### config.mk
export PLATFORM = sky130hd
export DESIGN_NAME = shell_command_lexer
export DESIGN_NICKNAME = d
export VERILOG_FILES = /design/src/hdl/scl_pkg.sv /design/src/hdl/shell_command_lexer.sv /design/src/hdl/scl_lexer.sv /design/src/hdl/scl_result_buf.sv
export SDC_FILE = /design/constraint.sdc
export NUM_CORES = 1
export LEC_CHECK = 0
export BUFFER_PORTS_ARGS = -buffer_cell sky130_fd_sc_hd__buf_2
export CORE_MARGIN = 2
export CORE_UTILIZATION = 30
export CTS_CLUSTER_DIAMETER = 60
export DETAILED_ROUTE_END_ITERATION = 10
export SYNTH_ARGS = -nofsm -noshare
export SYNTH_HDL_FRONTEND = slang
export SYNTH_SLANG_ARGS = --single-unit
### constraint.sdc
create_clock -name clk_i -period 10.1 [get_ports clk_i]
set_input_delay 0 -clock clk_i [delete_from_list [all_inputs] [get_ports clk_i]]
set_output_delay 0 -clock clk_i [all_outputs]
set_load 0.005 [all_outputs]
### src/hdl/scl_pkg.sv
// shell command lexer package: word types, lexer state codes and byte classes
// used by scl_lexer, scl_result_buf and shell_command_lexer
// no dependencies
`default_nettype none

package scl_pkg;

  // result kinds
  typedef enum logic [1:0] {
    KIND_CHAR = 2'd0,
    KIND_END  = 2'd1,
    KIND_DONE = 2'd2
  } kind_e;

  // input word
  typedef struct packed {
    logic [7:0] in_byte;
    logic       end_of_input;
  } in_t;

  // result word
  typedef struct packed {
    logic [7:0] out_byte;
    kind_e      kind;
    logic       last_of_run;
  } out_t;

  localparam int unsigned RunMax = 3;

  // all results caused by one input word
  typedef struct packed {
    logic [1:0]        count;
    out_t [RunMax-1:0] item;
  } run_t;

  // quote modes
  localparam logic [1:0] QM_NONE   = 2'd0;
  localparam logic [1:0] QM_SINGLE = 2'd1;
  localparam logic [1:0] QM_DOUBLE = 2'd2;

  // operator lookahead modes
  localparam logic [1:0] OPM_NONE   = 2'd0;
  localparam logic [1:0] OPM_FIRST  = 2'd1;
  localparam logic [1:0] OPM_AMP    = 2'd2;
  localparam logic [1:0] OPM_DIGITS = 2'd3;

  // pending operator codes
  localparam logic [2:0] OP_NONE = 3'd0;
  localparam logic [2:0] OP_AMP  = 3'd1;
  localparam logic [2:0] OP_PIPE = 3'd2;
  localparam logic [2:0] OP_LT   = 3'd3;
  localparam logic [2:0] OP_GT   = 3'd4;

  // character constants
  localparam logic [7:0] CH_AMP    = 8'h26;
  localparam logic [7:0] CH_PIPE   = 8'h7c;
  localparam logic [7:0] CH_SEMI   = 8'h3b;
  localparam logic [7:0] CH_LT     = 8'h3c;
  localparam logic [7:0] CH_GT     = 8'h3e;
  localparam logic [7:0] CH_BSLASH = 8'h5c;
  localparam logic [7:0] CH_SQUOTE = 8'h27;
  localparam logic [7:0] CH_DQUOTE = 8'h22;
  localparam logic [7:0] CH_DASH   = 8'h2d;
  localparam logic [7:0] CH_SPACE  = 8'h20;
  localparam logic [7:0] CH_ZERO   = 8'h30;
  localparam logic [7:0] CH_NINE   = 8'h39;
  localparam logic [7:0] CH_TAB    = 8'h09;
  localparam logic [7:0] CH_CR     = 8'h0d;

  function automatic logic is_digit(input logic [7:0] b);
    return (b >= CH_ZERO) && (b <= CH_NINE);
  endfunction

  function automatic logic is_space(input logic [7:0] b);
    return (b == CH_SPACE) || ((b >= CH_TAB) && (b <= CH_CR));
  endfunction

  function automatic logic [2:0] op_code(input logic [7:0] b);
    logic [2:0] code;
    unique case (b)
      CH_AMP:  code = OP_AMP;
      CH_PIPE: code = OP_PIPE;
      CH_LT:   code = OP_LT;
      CH_GT:   code = OP_GT;
      default: code = OP_NONE;
    endcase
    return code;
  endfunction

  function automatic logic [7:0] op_char(input logic [2:0] code);
    logic [7:0] ch;
    unique case (code)
      OP_AMP:  ch = CH_AMP;
      OP_PIPE: ch = CH_PIPE;
      OP_LT:   ch = CH_LT;
      OP_GT:   ch = CH_GT;
      default: ch = 8'h00;
    endcase
    return ch;
  endfunction

  function automatic out_t mk_result(input logic [7:0] b, input kind_e k);
    out_t res;
    res.out_byte    = b;
    res.kind        = k;
    res.last_of_run = 1'b0;
    return res;
  endfunction

endpackage

`default_nettype wire

### src/hdl/shell_command_lexer.sv
// Shell command lexer: one command-line byte (or an end-of-input mark) per
// input word; emits token characters, end-of-token marks and a finish mark.
// Flow: an accepted word is registered in the input register and lexed from
// there. Its results (zero to three) are loaded into a result buffer once the
// buffer is free, and the first result is then on the output. A new word is
// taken every cycle as long as each word gives at most one result and the
// output does not stall; a word that gives more results holds the input port
// until they have left, and the result buffer sets that rate. Words that give no result do not occupy the buffer.
// depends on scl_pkg, scl_lexer, scl_result_buf
`default_nettype none

module shell_command_lexer
  import scl_pkg::*;
(
  input  wire logic clk_i,
  input  wire logic rst_ni,
  input  wire logic in_valid_i,
  output logic      in_stall_o,
  input  wire in_t  in_word_i,
  output logic      out_valid_o,
  input  wire logic out_stall_i,
  output out_t      out_word_o
);

  logic in_valid_q;
  in_t  in_word_q;
  logic free;
  logic fire;
  logic in_take;
  run_t run;

  // input register advances when the result buffer can take its run
  assign fire       = in_valid_q && free;
  assign in_stall_o = in_valid_q && !free;
  assign in_take    = in_valid_i && !in_stall_o;

  always_ff @(posedge clk_i or negedge rst_ni) begin
    if (!rst_ni) begin
      in_valid_q <= 1'b0;
    end else if (in_take) begin
      in_valid_q <= 1'b1;
    end else if (fire) begin
      in_valid_q <= 1'b0;
    end
  end

  always_ff @(posedge clk_i) begin
    if (in_take) begin
      in_word_q <= in_word_i;
    end
  end

  // lexer step
  scl_lexer u_lexer (
    .clk_i  (clk_i),
    .rst_ni (rst_ni),
    .fire_i (fire),
    .word_i (in_word_q),
    .run_o  (run)
  );

  // result buffer
  scl_result_buf u_result_buf (
    .clk_i       (clk_i),
    .rst_ni      (rst_ni),
    .load_i      (fire),
    .run_i       (run),
    .free_o      (free),
    .out_valid_o (out_valid_o),
    .out_stall_i (out_stall_i),
    .out_word_o  (out_word_o)
  );

endmodule

`default_nettype wire

### src/hdl/scl_lexer.sv
// lexer step logic and lexer state registers
// depends on scl_pkg
`default_nettype none

module scl_lexer
  import scl_pkg::*;
(
  input  wire logic clk_i,
  input  wire logic rst_ni,
  input  wire logic fire_i,
  input  wire in_t  word_i,
  output run_t      run_o
);

  logic       token_open_q, token_open_d;
  logic [1:0] quote_mode_q, quote_mode_d;
  logic       escape_q, escape_d;
  logic       all_digits_q, all_digits_d;
  logic [1:0] op_mode_q, op_mode_d;
  logic [2:0] pend_op_q, pend_op_d;

  logic [7:0] b;
  logic [7:0] first;
  logic       redir;
  logic       used;
  logic       joins;
  logic [1:0] n;
  out_t [RunMax-1:0] res;

  // one lexer step: results and next state
  always_comb begin
    token_open_d = token_open_q;
    quote_mode_d = quote_mode_q;
    escape_d     = escape_q;
    all_digits_d = all_digits_q;
    op_mode_d    = op_mode_q;
    pend_op_d    = pend_op_q;
    b            = word_i.in_byte;
    first        = op_char(pend_op_q);
    redir        = (pend_op_q == OP_LT) || (pend_op_q == OP_GT);
    used         = 1'b0;
    joins        = 1'b0;
    n            = 2'd0;
    res          = '0;

    if (word_i.end_of_input) begin
      // flush open token, report finish, back to reset state
      if (token_open_d) begin
        res[n] = mk_result(8'h00, KIND_END);
        n = n + 2'd1;
      end
      res[n] = mk_result(8'h00, KIND_DONE);
      n = n + 2'd1;
      token_open_d = 1'b0;
      quote_mode_d = QM_NONE;
      escape_d     = 1'b0;
      all_digits_d = 1'b1;
      op_mode_d    = OPM_NONE;
      pend_op_d    = OP_NONE;
    end else begin
      // operator lookahead on the raw byte
      if (op_mode_d != OPM_NONE) begin
        unique case (op_mode_d)
          OPM_FIRST: begin
            if ((pend_op_d != OP_NONE) && (b == first)) begin
              res[n] = mk_result(b, KIND_CHAR);
              n = n + 2'd1;
              if (!is_digit(b)) all_digits_d = 1'b0;
              res[n] = mk_result(8'h00, KIND_END);
              n = n + 2'd1;
              token_open_d = 1'b0;
              all_digits_d = 1'b1;
              op_mode_d    = OPM_NONE;
              pend_op_d    = OP_NONE;
              used = 1'b1;
            end else if (redir && (b == CH_AMP)) begin
              res[n] = mk_result(b, KIND_CHAR);
              n = n + 2'd1;
              all_digits_d = 1'b0;
              op_mode_d = OPM_AMP;
              used = 1'b1;
            end
          end
          OPM_AMP: begin
            if (b == CH_DASH) begin
              res[n] = mk_result(b, KIND_CHAR);
              n = n + 2'd1;
              all_digits_d = 1'b0;
              res[n] = mk_result(8'h00, KIND_END);
              n = n + 2'd1;
              token_open_d = 1'b0;
              all_digits_d = 1'b1;
              op_mode_d    = OPM_NONE;
              pend_op_d    = OP_NONE;
              used = 1'b1;
            end else if (is_digit(b)) begin
              res[n] = mk_result(b, KIND_CHAR);
              n = n + 2'd1;
              op_mode_d = OPM_DIGITS;
              used = 1'b1;
            end
          end
          default: begin
            if (is_digit(b)) begin
              res[n] = mk_result(b, KIND_CHAR);
              n = n + 2'd1;
              used = 1'b1;
            end
          end
        endcase
        // operator not extended: close it, then lex the byte normally
        if (!used) begin
          res[n] = mk_result(8'h00, KIND_END);
          n = n + 2'd1;
          token_open_d = 1'b0;
          all_digits_d = 1'b1;
          op_mode_d    = OPM_NONE;
          pend_op_d    = OP_NONE;
        end
      end

      // plain lexing of the byte
      if (!used) begin
        if (escape_d) begin
          if (!token_open_d) begin
            token_open_d = 1'b1;
            all_digits_d = 1'b1;
          end
          res[n] = mk_result(b, KIND_CHAR);
          n = n + 2'd1;
          if (!is_digit(b)) all_digits_d = 1'b0;
          escape_d = 1'b0;
        end else if ((b == CH_BSLASH) && (quote_mode_d != QM_SINGLE)) begin
          escape_d = 1'b1;
          if (!token_open_d) begin
            token_open_d = 1'b1;
            all_digits_d = 1'b1;
          end
        end else if (quote_mode_d != QM_NONE) begin
          res[n] = mk_result(b, KIND_CHAR);
          n = n + 2'd1;
          all_digits_d = 1'b0;
          if (((quote_mode_d == QM_SINGLE) && (b == CH_SQUOTE)) ||
              ((quote_mode_d == QM_DOUBLE) && (b == CH_DQUOTE))) begin
            quote_mode_d = QM_NONE;
          end
        end else if ((b == CH_SQUOTE) || (b == CH_DQUOTE)) begin
          quote_mode_d = (b == CH_SQUOTE) ? QM_SINGLE : QM_DOUBLE;
          token_open_d = 1'b1;
          res[n] = mk_result(b, KIND_CHAR);
          n = n + 2'd1;
          all_digits_d = 1'b0;
        end else if ((b == CH_SEMI) || (op_code(b) != OP_NONE)) begin
          // digit-only token followed by a redirect keeps it as a prefix
          joins = token_open_d && ((b == CH_LT) || (b == CH_GT)) && all_digits_d;
          if (token_open_d && !joins) begin
            res[n] = mk_result(8'h00, KIND_END);
            n = n + 2'd1;
            token_open_d = 1'b0;
            all_digits_d = 1'b1;
            op_mode_d    = OPM_NONE;
            pend_op_d    = OP_NONE;
          end
          token_open_d = 1'b1;
          res[n] = mk_result(b, KIND_CHAR);
          n = n + 2'd1;
          all_digits_d = 1'b0;
          if (b == CH_SEMI) begin
            res[n] = mk_result(8'h00, KIND_END);
            n = n + 2'd1;
            token_open_d = 1'b0;
            all_digits_d = 1'b1;
            op_mode_d    = OPM_NONE;
            pend_op_d    = OP_NONE;
          end else begin
            op_mode_d = OPM_FIRST;
            pend_op_d = op_code(b);
          end
        end else if (is_space(b)) begin
          if (token_open_d) begin
            res[n] = mk_result(8'h00, KIND_END);
            n = n + 2'd1;
            token_open_d = 1'b0;
            all_digits_d = 1'b1;
            op_mode_d    = OPM_NONE;
            pend_op_d    = OP_NONE;
          end
        end else begin
          if (!token_open_d) begin
            token_open_d = 1'b1;
            all_digits_d = 1'b1;
          end
          res[n] = mk_result(b, KIND_CHAR);
          n = n + 2'd1;
          if (!is_digit(b)) all_digits_d = 1'b0;
        end
      end
    end

    // flag the final result of the run
    if (n != 2'd0) begin
      res[n - 2'd1].last_of_run = 1'b1;
    end
  end

  assign run_o.count = n;
  assign run_o.item  = res;

  // lexer state
  always_ff @(posedge clk_i or negedge rst_ni) begin
    if (!rst_ni) begin
      token_open_q <= 1'b0;
      quote_mode_q <= QM_NONE;
      escape_q     <= 1'b0;
      all_digits_q <= 1'b1;
      op_mode_q    <= OPM_NONE;
      pend_op_q    <= OP_NONE;
    end else if (fire_i) begin
      token_open_q <= token_open_d;
      quote_mode_q <= quote_mode_d;
      escape_q     <= escape_d;
      all_digits_q <= all_digits_d;
      op_mode_q    <= op_mode_d;
      pend_op_q    <= pend_op_d;
    end
  end

  // end of input always reports finish last
  a_eoi_done: assert property (@(posedge clk_i) disable iff (!rst_ni)
    fire_i && word_i.end_of_input |->
      (run_o.count != 2'd0) && (run_o.item[run_o.count - 2'd1].kind == KIND_DONE))
    else $error("end of input without finish result");

  // an operator lookahead is always tied to an open token
  a_op_open: assert property (@(posedge clk_i) disable iff (!rst_ni)
    (op_mode_q != OPM_NONE) |-> token_open_q && (pend_op_q != OP_NONE))
    else $error("operator lookahead without open token");

  // a quote or escape is only pending inside an open token
  a_quote_open: assert property (@(posedge clk_i) disable iff (!rst_ni)
    (quote_mode_q != QM_NONE) || escape_q |-> token_open_q)
    else $error("quote or escape pending with no token");

endmodule

`default_nettype wire

### src/hdl/scl_result_buf.sv
// result buffer: holds the run of one input word and hands out one word a cycle while the output does not stall
// depends on scl_pkg
`default_nettype none

module scl_result_buf
  import scl_pkg::*;
(
  input  wire logic clk_i,
  input  wire logic rst_ni,
  input  wire logic load_i,
  input  wire run_t run_i,
  output logic      free_o,
  output logic      out_valid_o,
  input  wire logic out_stall_i,
  output out_t      out_word_o
);

  out_t [RunMax-1:0] slot_q;
  logic [1:0]        cnt_q;
  logic              pop;

  assign out_valid_o = (cnt_q != 2'd0);
  assign out_word_o  = slot_q[0];
  assign pop         = out_valid_o && !out_stall_i;
  // room for a new run once the last held word leaves
  assign free_o      = (cnt_q == 2'd0) || (pop && (cnt_q == 2'd1));

  // count of held words
  always_ff @(posedge clk_i or negedge rst_ni) begin
    if (!rst_ni) begin
      cnt_q <= 2'd0;
    end else if (load_i) begin
      cnt_q <= run_i.count;
    end else if (pop) begin
      cnt_q <= cnt_q - 2'd1;
    end
  end

  // held words, head at slot 0
  always_ff @(posedge clk_i) begin
    if (load_i) begin
      slot_q <= run_i.item;
    end else if (pop) begin
      slot_q[0] <= slot_q[1];
      slot_q[1] <= slot_q[2];
    end
  end

  a_load_free: assert property (@(posedge clk_i) disable iff (!rst_ni)
    load_i |-> free_o)
    else $error("run loaded over held words");

  a_last_single: assert property (@(posedge clk_i) disable iff (!rst_ni)
    (cnt_q == 2'd1) |-> out_word_o.last_of_run)
    else $error("final held word not flagged last");

  a_last_multi: assert property (@(posedge clk_i) disable iff (!rst_ni)
    (cnt_q > 2'd1) |-> !out_word_o.last_of_run)
    else $error("last flag before end of run");

endmodule

`default_nettype wire
==> out/qor.yml <==
slew-limit-headroom_pct: 43.3
power.ir.vdd_worst_mv: 0.101
synthToLayoutAreaGrowth_pct: 8.29
pin_count_of_the_biggest_net_entering_global_routing: 40
grt_pass1_wl_um: 21600
drive_gt1_share_pct: 12.9
hold-worst-slack_ps: 135
antenna-diode-count: 0
first_global_vias: 3753
drt_iter0_drc: 500
setup_viol_count_final: 0
place_ws_ps: 4520
start_util_pct: 30.3
setup-tns-final_ps: 0
grt_antenna_before_repair: 0
max_freq_ghz: 0.174
critical_path.endpoint_type: "flop"
number_of_enable_flip_flop_cells_after_synthesis: 41
postSynthAreaPerCell_um2: 8.97
worst_slew_pin_slew_ps: 850
final_period_minus_worst_setup_slack_ps: 5740
synth.yosys.seq_area_share_pct: 35.8
synthArstFlopShare_pct: 24.1
ctsLongestPathBuffers: 2
netlist.area_leader.share_pct: 28.3
grt_remaining_overflow: 0
final_routed_wirelength_um: 13700
worst-path-max-fanout: 20
worst_clk_skew_ps: 7.19
grt_setup_unrepaired: "no"
synth_seq_cells: 54
synth_flop_cell: "edfxtp_1"
die_h_um: 124
cts_htree_levels: 2
utilization_pct: 32.8
routed_wire_length_per_instance_um: 20.1
ant_nets: 0
synthesis.nets: 513
portBuffers: 25
ctsRootBufferMaster: "clkbuf_16"
cp_data_arrival_time_ps: 5790
dp_hpwl_um: 9870
worst-setup-path-type: "flop to flop"
crit_path_start_kind: "flop"
final_critical_path_setup_slack_ps: 4360
min-delay-path-class: "input pin to flop"
power_per_cell_area_nw_per_um2: 238
number_of_placed_i_o_pins: 26
detailroute.via_count: 3956
timing_hold_violations_final: 0
synthesis.yosys.warnings: 0
cts_buffers: 5
nets: 523
numClockSinks: 54
netlist_top_cells_area: "edfxtp_1 (28%), dfrtp_1 (6.9%), nand2_1 (4.4%), ha_1 (4.3%), a21oi_1 (4.0%)"
dieWidth_um: 124
post_drt_via_cell_ratio: 5.82
required_ps: 10150
final_min_period_over_clock_period_pct: 56.8
timing.max_cap.violations: 0
netlist-cell-type-count: 88
syn-cell-area_um2: 4350
grt_usage_pct: 17.4
synth.top_cells.by_count: "nand2_1 (51), nor2_1 (45), edfxtp_1 (41)"
report.final.slew_viol_count: 0
clock_input_transition_at_the_sequential_cells_of_the_worst_setup_and_hold_paths_ps: 70
tritoncts: "yes"
drt_pre_antenna_iters: 5
synth_top_area_cell: "edfxtp_1"
total_die_area_um2: 15500
leakagePower_nw: 1.75
cts_post_setup_buffers_inserted: 0
gp_congestion: 1.01
core_ar_um2: 14400
std_cell_rows: 44
route.detailed.drc: 0
worst_skew_pair.late_latency_ps: 300
yosysMostFrequentCell: "nand2_1"
syn-instance-count: 485
filler_cell_count: 1475
outcome: "finished, final reports clean"
critical path, stage by stage (launching register included):
cell,delay [ps]
edfxtp_1,830
nand2b_1,240
or4b_4,620
nor2_1,450
nor2_1,280
ha_1,340
nand2b_1,130
o21ai_0,520
ha_1,400
nor2_1,140
a21oi_1,100
ha_1,270
nand2_1,90
o21ai_0,90
a211oi_1,230
o311ai_1,130
o221ai_1,350
nor2_1,80
a21bo_1,190
state kept, by name (all words and copies together) (netlist names):
| signal | flops |
|---|---|
| u_lexer.op_mode_q | 2 |
| in_word_q | 9 |
| u_lexer.token_open_q | 1 |
| u_lexer.escape_q | 1 |
| u_result_buf.out_word_o | 11 |
| u_lexer.pend_op_q | 3 |
| u_lexer.quote_mode_q | 2 |
| in_valid_q | 1 |
| u_lexer.all_digits_q | 1 |
| u_result_buf.cnt_q | 2 |
| u_result_buf.slot_q | 21 |
placed cells by master (no fill, tap or decap), types with 3 or more instances in the layout:
cell / n
a211oi_1: 5
a211oi_2: 3
a21boi_0: 3
a21o_1: 6
a21oi_1: 35
a22o_1: 8
a22oi_1: 4
a31oi_1: 10
a32o_1: 3
and2_1: 13
buf_2: 25
buf_4: 4
clkbuf_16: 5
dfrtp_1: 12
dlygate4sd3_1: 11
edfxtp_1: 41
ha_1: 15
inv_1: 27
nand2_1: 51
nand2b_1: 9
nand3_1: 10
nand4_1: 5
nor2_1: 45
nor2b_1: 8
nor3_1: 9
o211ai_1: 6
o21ai_0: 25
o21ai_1: 6
o22ai_1: 7
o31a_1: 3
o31ai_1: 7
stage by stage:
step,std cells,total power [mW],instance area (um^2)
4_1_cts,680,1.12,4710
3_3_place_gp,661,0.943,4460
2_1_floorplan,485,0.819,4350
6_report,680,1.12,4710
3_5_place_dp,661,0.948,4460
5_1_grt,680,1.20,4710
report_power, final:
| group | internal, mW | switching [mW] |
|---|---|---|
| Combinational | 0.182 | 0.329 |
| Sequential | 0.366 | 0.0736 |
| Clock | 0.0909 | 0.0793 |
| Total | 0.639 | 0.482 |
per-layer routing:
metal	track usage [%]	wire length [um]	vias up
met5	0	0	-
met4	5.95	346	0
met3	3.31	1090	29
met2	26.8	6180	215
met1	24.5	6070	1884
li1	-	-	1828
logic make-up (layout without fill, tap and decap cells):
family / after synthesis / count (layout) / share of synthesized area (%)
AOI/OAI and AO/OA: 169 / 169 / 29.1
xor gates and xnor gates: 3 / 3 / 0.604
muxes: 1 / 1 / 0.230
and+or+nand+nor: 179 / 179 / 21.3
buffers and inverters: 64 / 75 / 8.69
adders and majority gates: 15 / 15 / 4.32
DFF: 54 / 54 / 35.8
area by class of cell:
cell class	count	area (um^2)	area share [%]
Clock inverter	3	16.3	0.345
Inverter	27	101	2.15
Sequential cell	54	1560	33.1
Tap cell	184	230	4.89
Clock buffer	5	125	2.66
Timing Repair Buffer	40	265	5.63
Multi-Input combinational cell	367	2410	51.2
final timing paths:
| path | startpoint | to | slack (ps) | cells after the start |
|---|---|---|---|---|
| setup / recovery | in_word_q[6] | u_result_buf.slot_q[11] | 4360 | 18 |
| hold / removal | out_stall_i | u_result_buf.cnt_q[1] | 140 | 3 |
| min in group asynchronous | rst_ni | u_lexer.pend_op_q[1] | 160 | 2 |
| setup reg to reg | in_word_q[6] | u_result_buf.slot_q[11] | 4360 | 18 |
| hold reg to reg | u_result_buf.slot_q[13] | u_result_buf.out_word_o[2] | 520 | 2 |
| max in group asynchronous | rst_ni | u_lexer.all_digits_q | 9620 | 2 |
what timing repair did:
action | CTS | global route
hold buffers | 11 | 0
endpoints found under the hold margin | 23 | 0
gates resized for setup | 0 | 0
No activity file was read; power rests on OpenSTA's default activity.
